--- src/rtl/core/prsf_pkg.sv ---
`timescale 1ns / 1ps
// ----------------------------------------------------------------------------
// PNG row Sub filter package
// Shared constants, register indexes and types of the row filter block.
// ----------------------------------------------------------------------------
package prsf_pkg;

	// Largest filter distance in bytes and the index width of the history.
	localparam int MAX_PIXEL_BYTES = 8;
	localparam int SLOT_W          = (MAX_PIXEL_BYTES > 1) ? $clog2(MAX_PIXEL_BYTES) : 1;

	// Field widths.
	localparam int BYTE_W = 8;
	localparam int BPP_W  = 4;
	localparam int COL_W  = 20;
	localparam int CFG_W  = 20;
	localparam int IDX_W  = 2;

	// Configuration register indexes.
	localparam logic [IDX_W-1:0] REG_BYTES_PER_PIXEL = 2'd0;
	localparam logic [IDX_W-1:0] REG_ROW_BYTES       = 2'd1;
	localparam logic [IDX_W-1:0] REG_WIDE_SAMPLES    = 2'd2;
	localparam logic [IDX_W-1:0] REG_FILTER_ENABLE   = 2'd3;

	// Filter-type tag values.
	localparam logic [BYTE_W-1:0] TAG_NONE = 8'd0;
	localparam logic [BYTE_W-1:0] TAG_SUB  = 8'd1;

	// One result byte with its tag flag.
	typedef struct packed {
		logic [BYTE_W-1:0] data;
		logic              tag;
	} res_entry_t;

	// Number of results that one input byte produces (zero to two).
	typedef logic [1:0] res_cnt_t;

	// The results of one input byte, first entry delivered first.
	typedef struct packed {
		res_cnt_t   cnt;
		res_entry_t e0;
		res_entry_t e1;
	} res_group_t;

endpackage

--- src/rtl/core/prsf_out_buf.sv ---
`timescale 1ns / 1ps
// ----------------------------------------------------------------------------
// PNG row Sub filter result buffer
// Holds the results of one input byte and delivers them one per transfer.
// ----------------------------------------------------------------------------
module prsf_out_buf (
	input  logic                      clk,
	input  logic                      arst_n,
	input  logic                      load,
	input  prsf_pkg::res_group_t      grp,
	output logic                      ready,
	output logic                      out_valid,
	input  logic                      out_stall,
	output logic [prsf_pkg::BYTE_W-1:0] out_byte,
	output logic                      is_tag,
	output logic                      last_of_run
);
	import prsf_pkg::*;

	res_cnt_t   cnt_q;
	res_entry_t e0_q;
	res_entry_t e1_q;
	logic       take;

	// The head entry is offered; the last one left closes the run.
	assign out_valid   = (cnt_q != 2'd0);
	assign take        = out_valid && !out_stall;
	assign out_byte    = e0_q.data;
	assign is_tag      = e0_q.tag;
	assign last_of_run = (cnt_q == 2'd1);

	// A new group may enter once the buffer empties in this cycle.
	assign ready = (cnt_q == 2'd0) || ((cnt_q == 2'd1) && !out_stall);

	// Occupancy count.
	always_ff @(posedge clk or negedge arst_n) begin
		if (!arst_n) begin
			cnt_q <= 2'd0;
		end else if (load) begin
			cnt_q <= grp.cnt;
		end else if (take) begin
			cnt_q <= cnt_q - 2'd1;
		end
	end

	// Entry payload; the second entry moves up after the first transfer.
	always_ff @(posedge clk) begin
		if (load) begin
			e0_q <= grp.e0;
			e1_q <= grp.e1;
		end else if (take) begin
			e0_q <= e1_q;
		end
	end

	// A group is never loaded over results that are still pending.
	a_no_overwrite: assert property (@(posedge clk) disable iff (!arst_n)
		load |-> ((cnt_q == 2'd0) || ((cnt_q == 2'd1) && take)))
		else $error("result group loaded over pending results");

	// A loaded group of two keeps the second result for the following cycle.
	a_pair_kept: assert property (@(posedge clk) disable iff (!arst_n)
		(load && (grp.cnt == 2'd2)) |=> (out_valid && !last_of_run))
		else $error("second result of a pair lost");

	// The count stays within one group.
	a_cnt_range: assert property (@(posedge clk) disable iff (!arst_n)
		cnt_q != 2'd3)
		else $error("result count out of range");

endmodule

--- src/rtl/core/png_row_sub_filter.sv ---
`timescale 1ns / 1ps
// ----------------------------------------------------------------------------
// PNG row Sub filter
// Emits a filter-type tag before each row, then the bytes of the row either
// Sub-filtered (optionally pair-swapped for 16-bit samples) or copied raw.
// ----------------------------------------------------------------------------
//  Channel   Direction  Handshake            Payload
//  in        input      in_valid / in_stall  data_byte
//  out       output     out_valid/ out_stall out_byte, is_tag, last_of_run
//  cfg       input      cfg_we               cfg_index, cfg_data
//
//  An input byte is filtered in the cycle of its transfer; its results are
//  offered from the next cycle on, one per cycle while the output is not stalled.
//  A byte with one result is taken in every cycle while the output is not
//  stalled, a held even byte of wide filtered mode that yields none in every
//  cycle. A byte with two results (tag plus data, or a swapped pair) holds
//  back a next byte that yields a result, so swapped pairs keep the full rate.
//  Reset clears the registers to their defaults, the history to zero and
//  starts a new row; a stalled output holds its byte and stalls the input.
// ----------------------------------------------------------------------------
module png_row_sub_filter (
	input  logic                          clk,
	input  logic                          arst_n,
	input  logic                          cfg_we,
	input  logic [prsf_pkg::IDX_W-1:0]    cfg_index,
	input  logic [prsf_pkg::CFG_W-1:0]    cfg_data,
	input  logic                          in_valid,
	output logic                          in_stall,
	input  logic [prsf_pkg::BYTE_W-1:0]   data_byte,
	output logic                          out_valid,
	input  logic                          out_stall,
	output logic [prsf_pkg::BYTE_W-1:0]   out_byte,
	output logic                          is_tag,
	output logic                          last_of_run
);
	import prsf_pkg::*;

	// Configuration registers.
	logic [BPP_W-1:0] bpp_q;
	logic [COL_W-1:0] row_bytes_q;
	logic             wide_q;
	logic             filter_q;

	// Row state.
	logic [BYTE_W-1:0] hist_q [MAX_PIXEL_BYTES];
	logic [SLOT_W-1:0] res_q  [MAX_PIXEL_BYTES];
	logic [COL_W-1:0]  col_q;
	logic [BYTE_W-1:0] held_q;

	logic              ready;
	logic              no_res;
	logic              accept;
	logic              load;
	logic [SLOT_W-1:0] dist_m1;
	logic [COL_W-1:0]  len_m1;
	logic              last;
	logic [SLOT_W-1:0] slot;
	logic [BYTE_W-1:0] prev;
	logic [BYTE_W-1:0] filt;
	logic              wide_filt;
	res_entry_t        tag_e;
	res_entry_t        d0_e;
	res_entry_t        d1_e;
	res_cnt_t          n_data;
	res_group_t        grp;

	// A byte with no result needs no room in the result buffer.
	assign no_res   = (grp.cnt == 2'd0);
	assign accept   = in_valid && (ready || no_res);
	assign in_stall = !(ready || no_res);
	assign load     = accept && !no_res;

	// Register writes.
	always_ff @(posedge clk or negedge arst_n) begin
		if (!arst_n) begin
			bpp_q       <= BPP_W'(1);
			row_bytes_q <= COL_W'(1);
			wide_q      <= 1'b0;
			filter_q    <= 1'b1;
		end else if (cfg_we) begin
			unique case (cfg_index)
				REG_BYTES_PER_PIXEL: bpp_q       <= cfg_data[BPP_W-1:0];
				REG_ROW_BYTES:       row_bytes_q <= cfg_data[COL_W-1:0];
				REG_WIDE_SAMPLES:    wide_q      <= cfg_data[0];
				REG_FILTER_ENABLE:   filter_q    <= cfg_data[0];
				default: ;
			endcase
		end
	end

	// Distance clamped to one through the history depth, held minus one.
	always_comb begin
		if (bpp_q == '0) begin
			dist_m1 = '0;
		end else if (32'(bpp_q) > MAX_PIXEL_BYTES) begin
			dist_m1 = SLOT_W'(MAX_PIXEL_BYTES - 1);
		end else begin
			dist_m1 = SLOT_W'(bpp_q - BPP_W'(1));
		end
	end

	// Row end: a zero length acts as one byte per row.
	assign len_m1 = (row_bytes_q == '0) ? '0 : (row_bytes_q - COL_W'(1));
	assign last   = (col_q >= len_m1);

	// Column modulo the distance comes from the counter kept for that distance.
	assign slot = res_q[dist_m1];
	assign prev = (col_q < (COL_W'(dist_m1) + COL_W'(1))) ? '0 : hist_q[slot];
	assign filt = filter_q ? (data_byte - prev) : data_byte;

	// Result group of this byte: optional tag, then zero to two data bytes.
	assign wide_filt = filter_q && wide_q;
	always_comb begin
		tag_e.data = filter_q ? TAG_SUB : TAG_NONE;
		tag_e.tag  = 1'b1;
		d0_e.data  = filt;
		d0_e.tag   = 1'b0;
		d1_e.data  = held_q;
		d1_e.tag   = 1'b0;
		if (!wide_filt) begin
			n_data = 2'd1;
		end else if (col_q[0]) begin
			n_data = 2'd2;
		end else if (last) begin
			n_data = 2'd1;
		end else begin
			n_data = 2'd0;
		end
		if (col_q == '0) begin
			grp.cnt = n_data + 2'd1;
			grp.e0  = tag_e;
			grp.e1  = d0_e;
		end else begin
			grp.cnt = n_data;
			grp.e0  = d0_e;
			grp.e1  = d1_e;
		end
	end

	// Column, residue counters, history and the held even byte.
	always_ff @(posedge clk or negedge arst_n) begin
		if (!arst_n) begin
			col_q  <= '0;
			held_q <= '0;
			for (int i = 0; i < MAX_PIXEL_BYTES; i++) begin
				hist_q[i] <= '0;
				res_q[i]  <= '0;
			end
		end else if (accept) begin
			col_q        <= last ? '0 : (col_q + COL_W'(1));
			hist_q[slot] <= data_byte;
			if (wide_filt && !col_q[0] && !last) begin
				held_q <= filt;
			end
			for (int i = 0; i < MAX_PIXEL_BYTES; i++) begin
				if (last || (res_q[i] == SLOT_W'(i))) begin
					res_q[i] <= '0;
				end else begin
					res_q[i] <= res_q[i] + SLOT_W'(1);
				end
			end
		end
	end

	prsf_out_buf u_out_buf (
		.clk         (clk),
		.arst_n      (arst_n),
		.load        (load),
		.grp         (grp),
		.ready       (ready),
		.out_valid   (out_valid),
		.out_stall   (out_stall),
		.out_byte    (out_byte),
		.is_tag      (is_tag),
		.last_of_run (last_of_run)
	);

	// The first byte of a row is always preceded by its tag.
	a_tag_first: assert property (@(posedge clk) disable iff (!arst_n)
		(accept && (col_q == '0)) |=> (out_valid && is_tag))
		else $error("row started without a tag");

	// An odd byte in wide filtered mode yields a swapped pair.
	a_odd_pair: assert property (@(posedge clk) disable iff (!arst_n)
		(accept && wide_filt && col_q[0]) |=> (out_valid && !is_tag && !last_of_run))
		else $error("swapped pair missing");

	// The column restarts right after the byte that ends a row.
	a_row_wrap: assert property (@(posedge clk) disable iff (!arst_n)
		(accept && last) |=> (col_q == '0))
		else $error("column did not wrap at row end");

endmodule

--- config.mk ---
export PLATFORM = sky130hd
export DESIGN_NAME = png_row_sub_filter
export DESIGN_NICKNAME = d
export VERILOG_FILES = /design/src/rtl/core/prsf_pkg.sv /design/src/rtl/core/prsf_out_buf.sv /design/src/rtl/core/png_row_sub_filter.sv
export SDC_FILE = /design/constraint.sdc
export NUM_CORES = 1
export LEC_CHECK = 0
export ABC_AREA = 1
export BUFFER_PORTS_ARGS = -buffer_cell sky130_fd_sc_hd__buf_2
export CAP_MARGIN = 30
export CORE_ASPECT_RATIO = 1.2
export CORE_MARGIN = 3
export CORE_UTILIZATION = 62
export DETAILED_ROUTE_END_ITERATION = 16
export GPL_ROUTABILITY_DRIVEN = 0
export HOLD_SLACK_MARGIN = 0.12
export PLACE_DENSITY = 0.87
export SYNTH_ARGS = -nofsm -noshare
export SYNTH_HDL_FRONTEND = slang
export SYNTH_HIERARCHICAL = 1
export SYNTH_SLANG_ARGS = --single-unit
--- constraint.sdc ---
create_clock -name clk -period 5.6 [get_ports clk]
set_input_delay 1.68 -clock clk [delete_from_list [all_inputs] [get_ports clk]]
set_output_delay 1.68 -clock clk [all_outputs]
set_load 0.05 [all_outputs]
==> reports/qor.txt <==
SETUP PATH
------------------------------------------------------------------------------------------
Data arrival time of the critical path                                             3930 ps
Critical path capture point type                                                output pin
Setup slack of the worst register-to-register path                                  570 ps
Req. time, crit path                                                               3920 ps
Startpoint-to-endpoint class of the critical path                             flop to output pin
Biggest fanout along the worst timing path                                               4
Crit path launch type                                                                 flop

TIMING
------------------------------------------------------------------------------------------
Total count of hold-check failures in the final report                                   0
Fin. max-slew vios                                                                       0
Total negative setup slack                                                        -14.9 ps
Max-Slew Margin vs Limit                                                             55.5%
Final count of negative-setup-slack endpoints                                            1
Final Cycle Share                                                                     100%
Final Skew                                                                         12.4 ps
Max Fclk                                                                           178 MHz
Slew @ Worst Pin                                                                    667 ps
Final Critical Period                                                              5610 ps
Setup repair after global routing missed its margin                                   true
Post-layout worst setup margin                                                    -14.9 ps

GLOBAL ROUTING
------------------------------------------------------------------------------------------
Number of antenna violations at the first check in global routing                        0
Maximum number of pins on one net before global-route repair                           142
Via count of the first global-routing pass                                            7900
Grt ovf                                                                                  0
First-pass GRT wire length                                                        37700 um
Overall track demand over capacity in global routing                                 27.2%

POWER
------------------------------------------------------------------------------------------
Worst supply voltage drop on vdd                                                0.000291 V
PD cells                                                                        596 nW/um2
Design Power                                                                     0.00644 W
Leakage                                                                            5.44 nW

CLOCK TREE
------------------------------------------------------------------------------------------
Hold-fix buffers, CTS                                                                    0
Cts bufs inserted                                                                       17
Latest clock arrival within the worst-skew pair                                     440 ps
Clock tree from TritonCTS                                                             done
Cell chosen for the clock root                                                   clkbuf_16
Clock sink total                                                                       162
Number of buffers on the longest clock path                                              2
H-tree depth                                                                             4
Clock slew seen by the registers of the worst setup and hold paths                   60 ps

FLOORPLAN
------------------------------------------------------------------------------------------
I/O pin cnt                                                                             47
Core area                                                                        15200 um2
Floorplan die height                                                                144 um
Die area                                                                         17400 um2
Number of standard-cell rows in the floorplan                                           49
Floorplan die width                                                                 121 um
Starting density of the core                                                         64.4%

LAYOUT
------------------------------------------------------------------------------------------
Number of filler cells placed in the layout                                           1169
Total inserted antenna cells                                                             0
Post-synthesis to final-layout area growth                                           10.3%
Post-route design area                                                           10800 um2
Fraction of final layout cells with drive strength greater than 1                    15.1%
Nets                                                                                  1357

LOGIC SYNTHESIS
------------------------------------------------------------------------------------------
Post-Synth Simple-Gate Area                                                          30.2%
Number of enable flip-flop cells after synthesis                                        18
Commonest cells in the synthesized netlist                                    nand2_1, nand3_1, dfrtp_1
Count of mapped cells out of synthesis                                                1224
Top-area cell type share of the netlist area                                         36.0%
Post-synthesis average cell area                                                  8.00 um2
Compound-Gate Fraction of Synth Area                                                 8.31%
Area of the mapped netlist                                                        9800 um2
Post-synth cell types                                                                   55
Number of flip-flops and latches in the synthesized netlist                            162
Combinational family with the most area after synthesis                       simple AND/OR/NAND/NOR gates
Ys async rst share                                                                   88.9%
Post-synthesis share of cell area spent on xor and xnor gates                        3.13%
Post-synthesis mux area share                                                        1.72%
Dominant cell type by area after synthesis                                         dfrtp_1
Share of synthesized cell area in full adder, half adder and majority cells          6.97%
Proportion of synthesized chip area in sequential cells                              42.3%
Prevailing post-synth register cell                                                dfrtp_1
Leading cell types by total area after synthesis                              dfrtp_1, nand2_1, nand3_1
Post-synthesis net count                                                              1313
Dominant cell by count in the synthesized netlist                                  nand2_1
Total number of yosys warnings                                                           6

JOB
------------------------------------------------------------------------------------------
# Max-Cap Violations                                                                     0

DRT
------------------------------------------------------------------------------------------
Average routed wire per standard cell                                              16.0 um
Via density per instance                                                              5.81
Detailed Route WL                                                                 23800 um
DRT iter0 DRCs                                                                         936
Post-detailed-route count of antenna-violating nets                                      0
Via count of the routed design                                                        8630
Drc violations                                                                           0
Length of the first detailed-routing pass in iterations                                  6

PLACEMENT
------------------------------------------------------------------------------------------
Detailed Place HPWL                                                               15900 um
Area after DPL                                                                   10100 um2
Quantity of I/O buffers inserted on ports                                               46

OUTCOME
------------------------------------------------------------------------------------------
Status                                                                        complete, but fails checks
Violated checks                                                               negative setup slack

HOLD PATH
------------------------------------------------------------------------------------------
Hold Crit Class                                                               flop to flop

[cells in the final DEF (no fill, tap or decap), drive strengths merged]
| cell type | synthesis | routed |
|---|---|---|
| dfrtp | 141 | 141 |
| clkinvlp | 0 | 2 |
| nor4b | 1 | 1 |
| and3 | 1 | 1 |
| nor3 | 10 | 10 |
| nand3 | 151 | 151 |
| nor4 | 13 | 13 |
| o22ai | 17 | 17 |
| nor2 | 93 | 93 |
| nand4 | 13 | 13 |
| nor3b | 1 | 1 |
| or2 | 5 | 5 |
| o221ai | 1 | 1 |
| nand3b | 4 | 4 |
| o21a | 3 | 3 |
| a21oi | 25 | 25 |
| xor2 | 31 | 31 |
| xnor2 | 4 | 4 |
| dfstp | 3 | 3 |
| edfxtp | 18 | 18 |
| inv | 119 | 122 |
| o2111ai | 4 | 4 |
| a31oi | 4 | 4 |
| ha | 53 | 53 |
| o21bai | 2 | 2 |
| conb | 1 | 1 |
| fa | 1 | 1 |
| nand2 | 358 | 358 |
| a21boi | 1 | 1 |
| buf | 22 | 64 |
| mux2 | 15 | 15 |
| o211ai | 3 | 3 |
| or3 | 1 | 1 |
| a32oi | 1 | 1 |
| or4 | 2 | 2 |
| clkinv | 1 | 10 |
| clkbuf | 17 | 18 |
| o31ai | 1 | 1 |
| o21ai | 83 | 83 |
[where the power goes]
group,internal (W),switching (W),total (W),leakage (nW)
registers,0.00168,0.000339,0.00202,2.00
clock network,0.000563,0.000487,0.00105,0.253
logic,0.00110,0.00227,0.00337,3.19
total,0.00335,0.00310,0.00644,5.44
[state kept, by name, indices dropped and copies added, names as in the netlist]
signal	flops
row_bytes_q	20
held_q	8
u_out_buf/cnt_q	2
filter_q	1
u_out_buf/is_tag	1
col_q	20
u_out_buf/out_byte	8
hist_q	64
wide_q	1
res_q	24
u_out_buf/e1_q	9
bpp_q	4
[metrics by stage]
step / hold slack (ps) / util, % / setup WS, ps / instances
2_1_floorplan: 435 / - / 597 / 1224
3_3_place_gp: 448 / 66.4 / 342 / 1442
3_5_place_dp: 453 / 66.5 / 291 / 1443
4_1_cts: 469 / 70.1 / 50.8 / 1475
5_1_grt: 491 / 71.1 / -249 / 1485
6_report: 469 / 71.1 / -14.9 / 1485
[cell type report]
cell class	instances	area, um2	share of cell area, %
Clock buffer	18	429	3.97
Clock inverter	14	90.1	0.833
Inverter	120	455	4.21
Multi-Input combinational cell	903	5030	46.5
Sequential cell	162	4150	38.4
Tap cell	204	255	2.36
Timing Repair Buffer	64	402	3.72
[cells by family (layout without fill, tap and decap cells)]
logic type	count (synthesis)	after routing
flops	162	162
buf+inv	159	216
simple gates	653	653
fa+ha+maj	54	54
mux	15	15
compound gates	145	145
other cells	1	1
xor+xnor	35	35
[worst paths after layout]
check | to | cells past startpoint | start
worst min register to register | hist_q[8]$_DFFE_PN0P_ | 2 | hist_q[8]$_DFFE_PN0P_
min in group asynchronous | res_q[3]$_DFFE_PN0P_ | 1 | arst_n
max in group asynchronous | bpp_q[0]$_DFFE_PN1P_ | 2 | arst_n
worst min-delay path | hist_q[8]$_DFFE_PN0P_ | 2 | hist_q[8]$_DFFE_PN0P_
worst max register to register | u_out_buf/out_byte[5]$_DFFE_PP_ | 24 | row_bytes_q[9]$_DFFE_PN0P_
worst max-delay path | in_stall | 19 | row_bytes_q[9]$_DFFE_PN0P_
[per-layer routing]
layer	global-route usage (%)	routed length, um	vias to the layer above
met1	34.8	9740	4049
met3	5.67	1690	76
li1	-	-	4134
met4	10.4	820	0
met2	45.8	11600	371
met5	0	0	-
[critical path, stage by stage (launching register included)]
cell and delay [ps]:
dfrtp_1 430, nor2_1 180, nand4_1 170, buf_4 170, or4_4 530, or3_1 360, a32oi_1 180, ha_1 170
nand2_2 60, inv_2 70, nand3_4 70, nor3_4 190, nor4b_4 200, o21ai_1 100, nand2_2 120, nor3_2 60
nand2_1 140, nand2_2 90, inv_2 60, buf_8 130
[timing repair]
item | in CTS | in global routing
gates resized for setup | 6 | 25
endpoints found under the setup margin | 1 | 1
pin swaps | 0 | 13
buffers inserted | 0 | 10
cloned | 0 | 0
(Power assumes the default switching activity.)
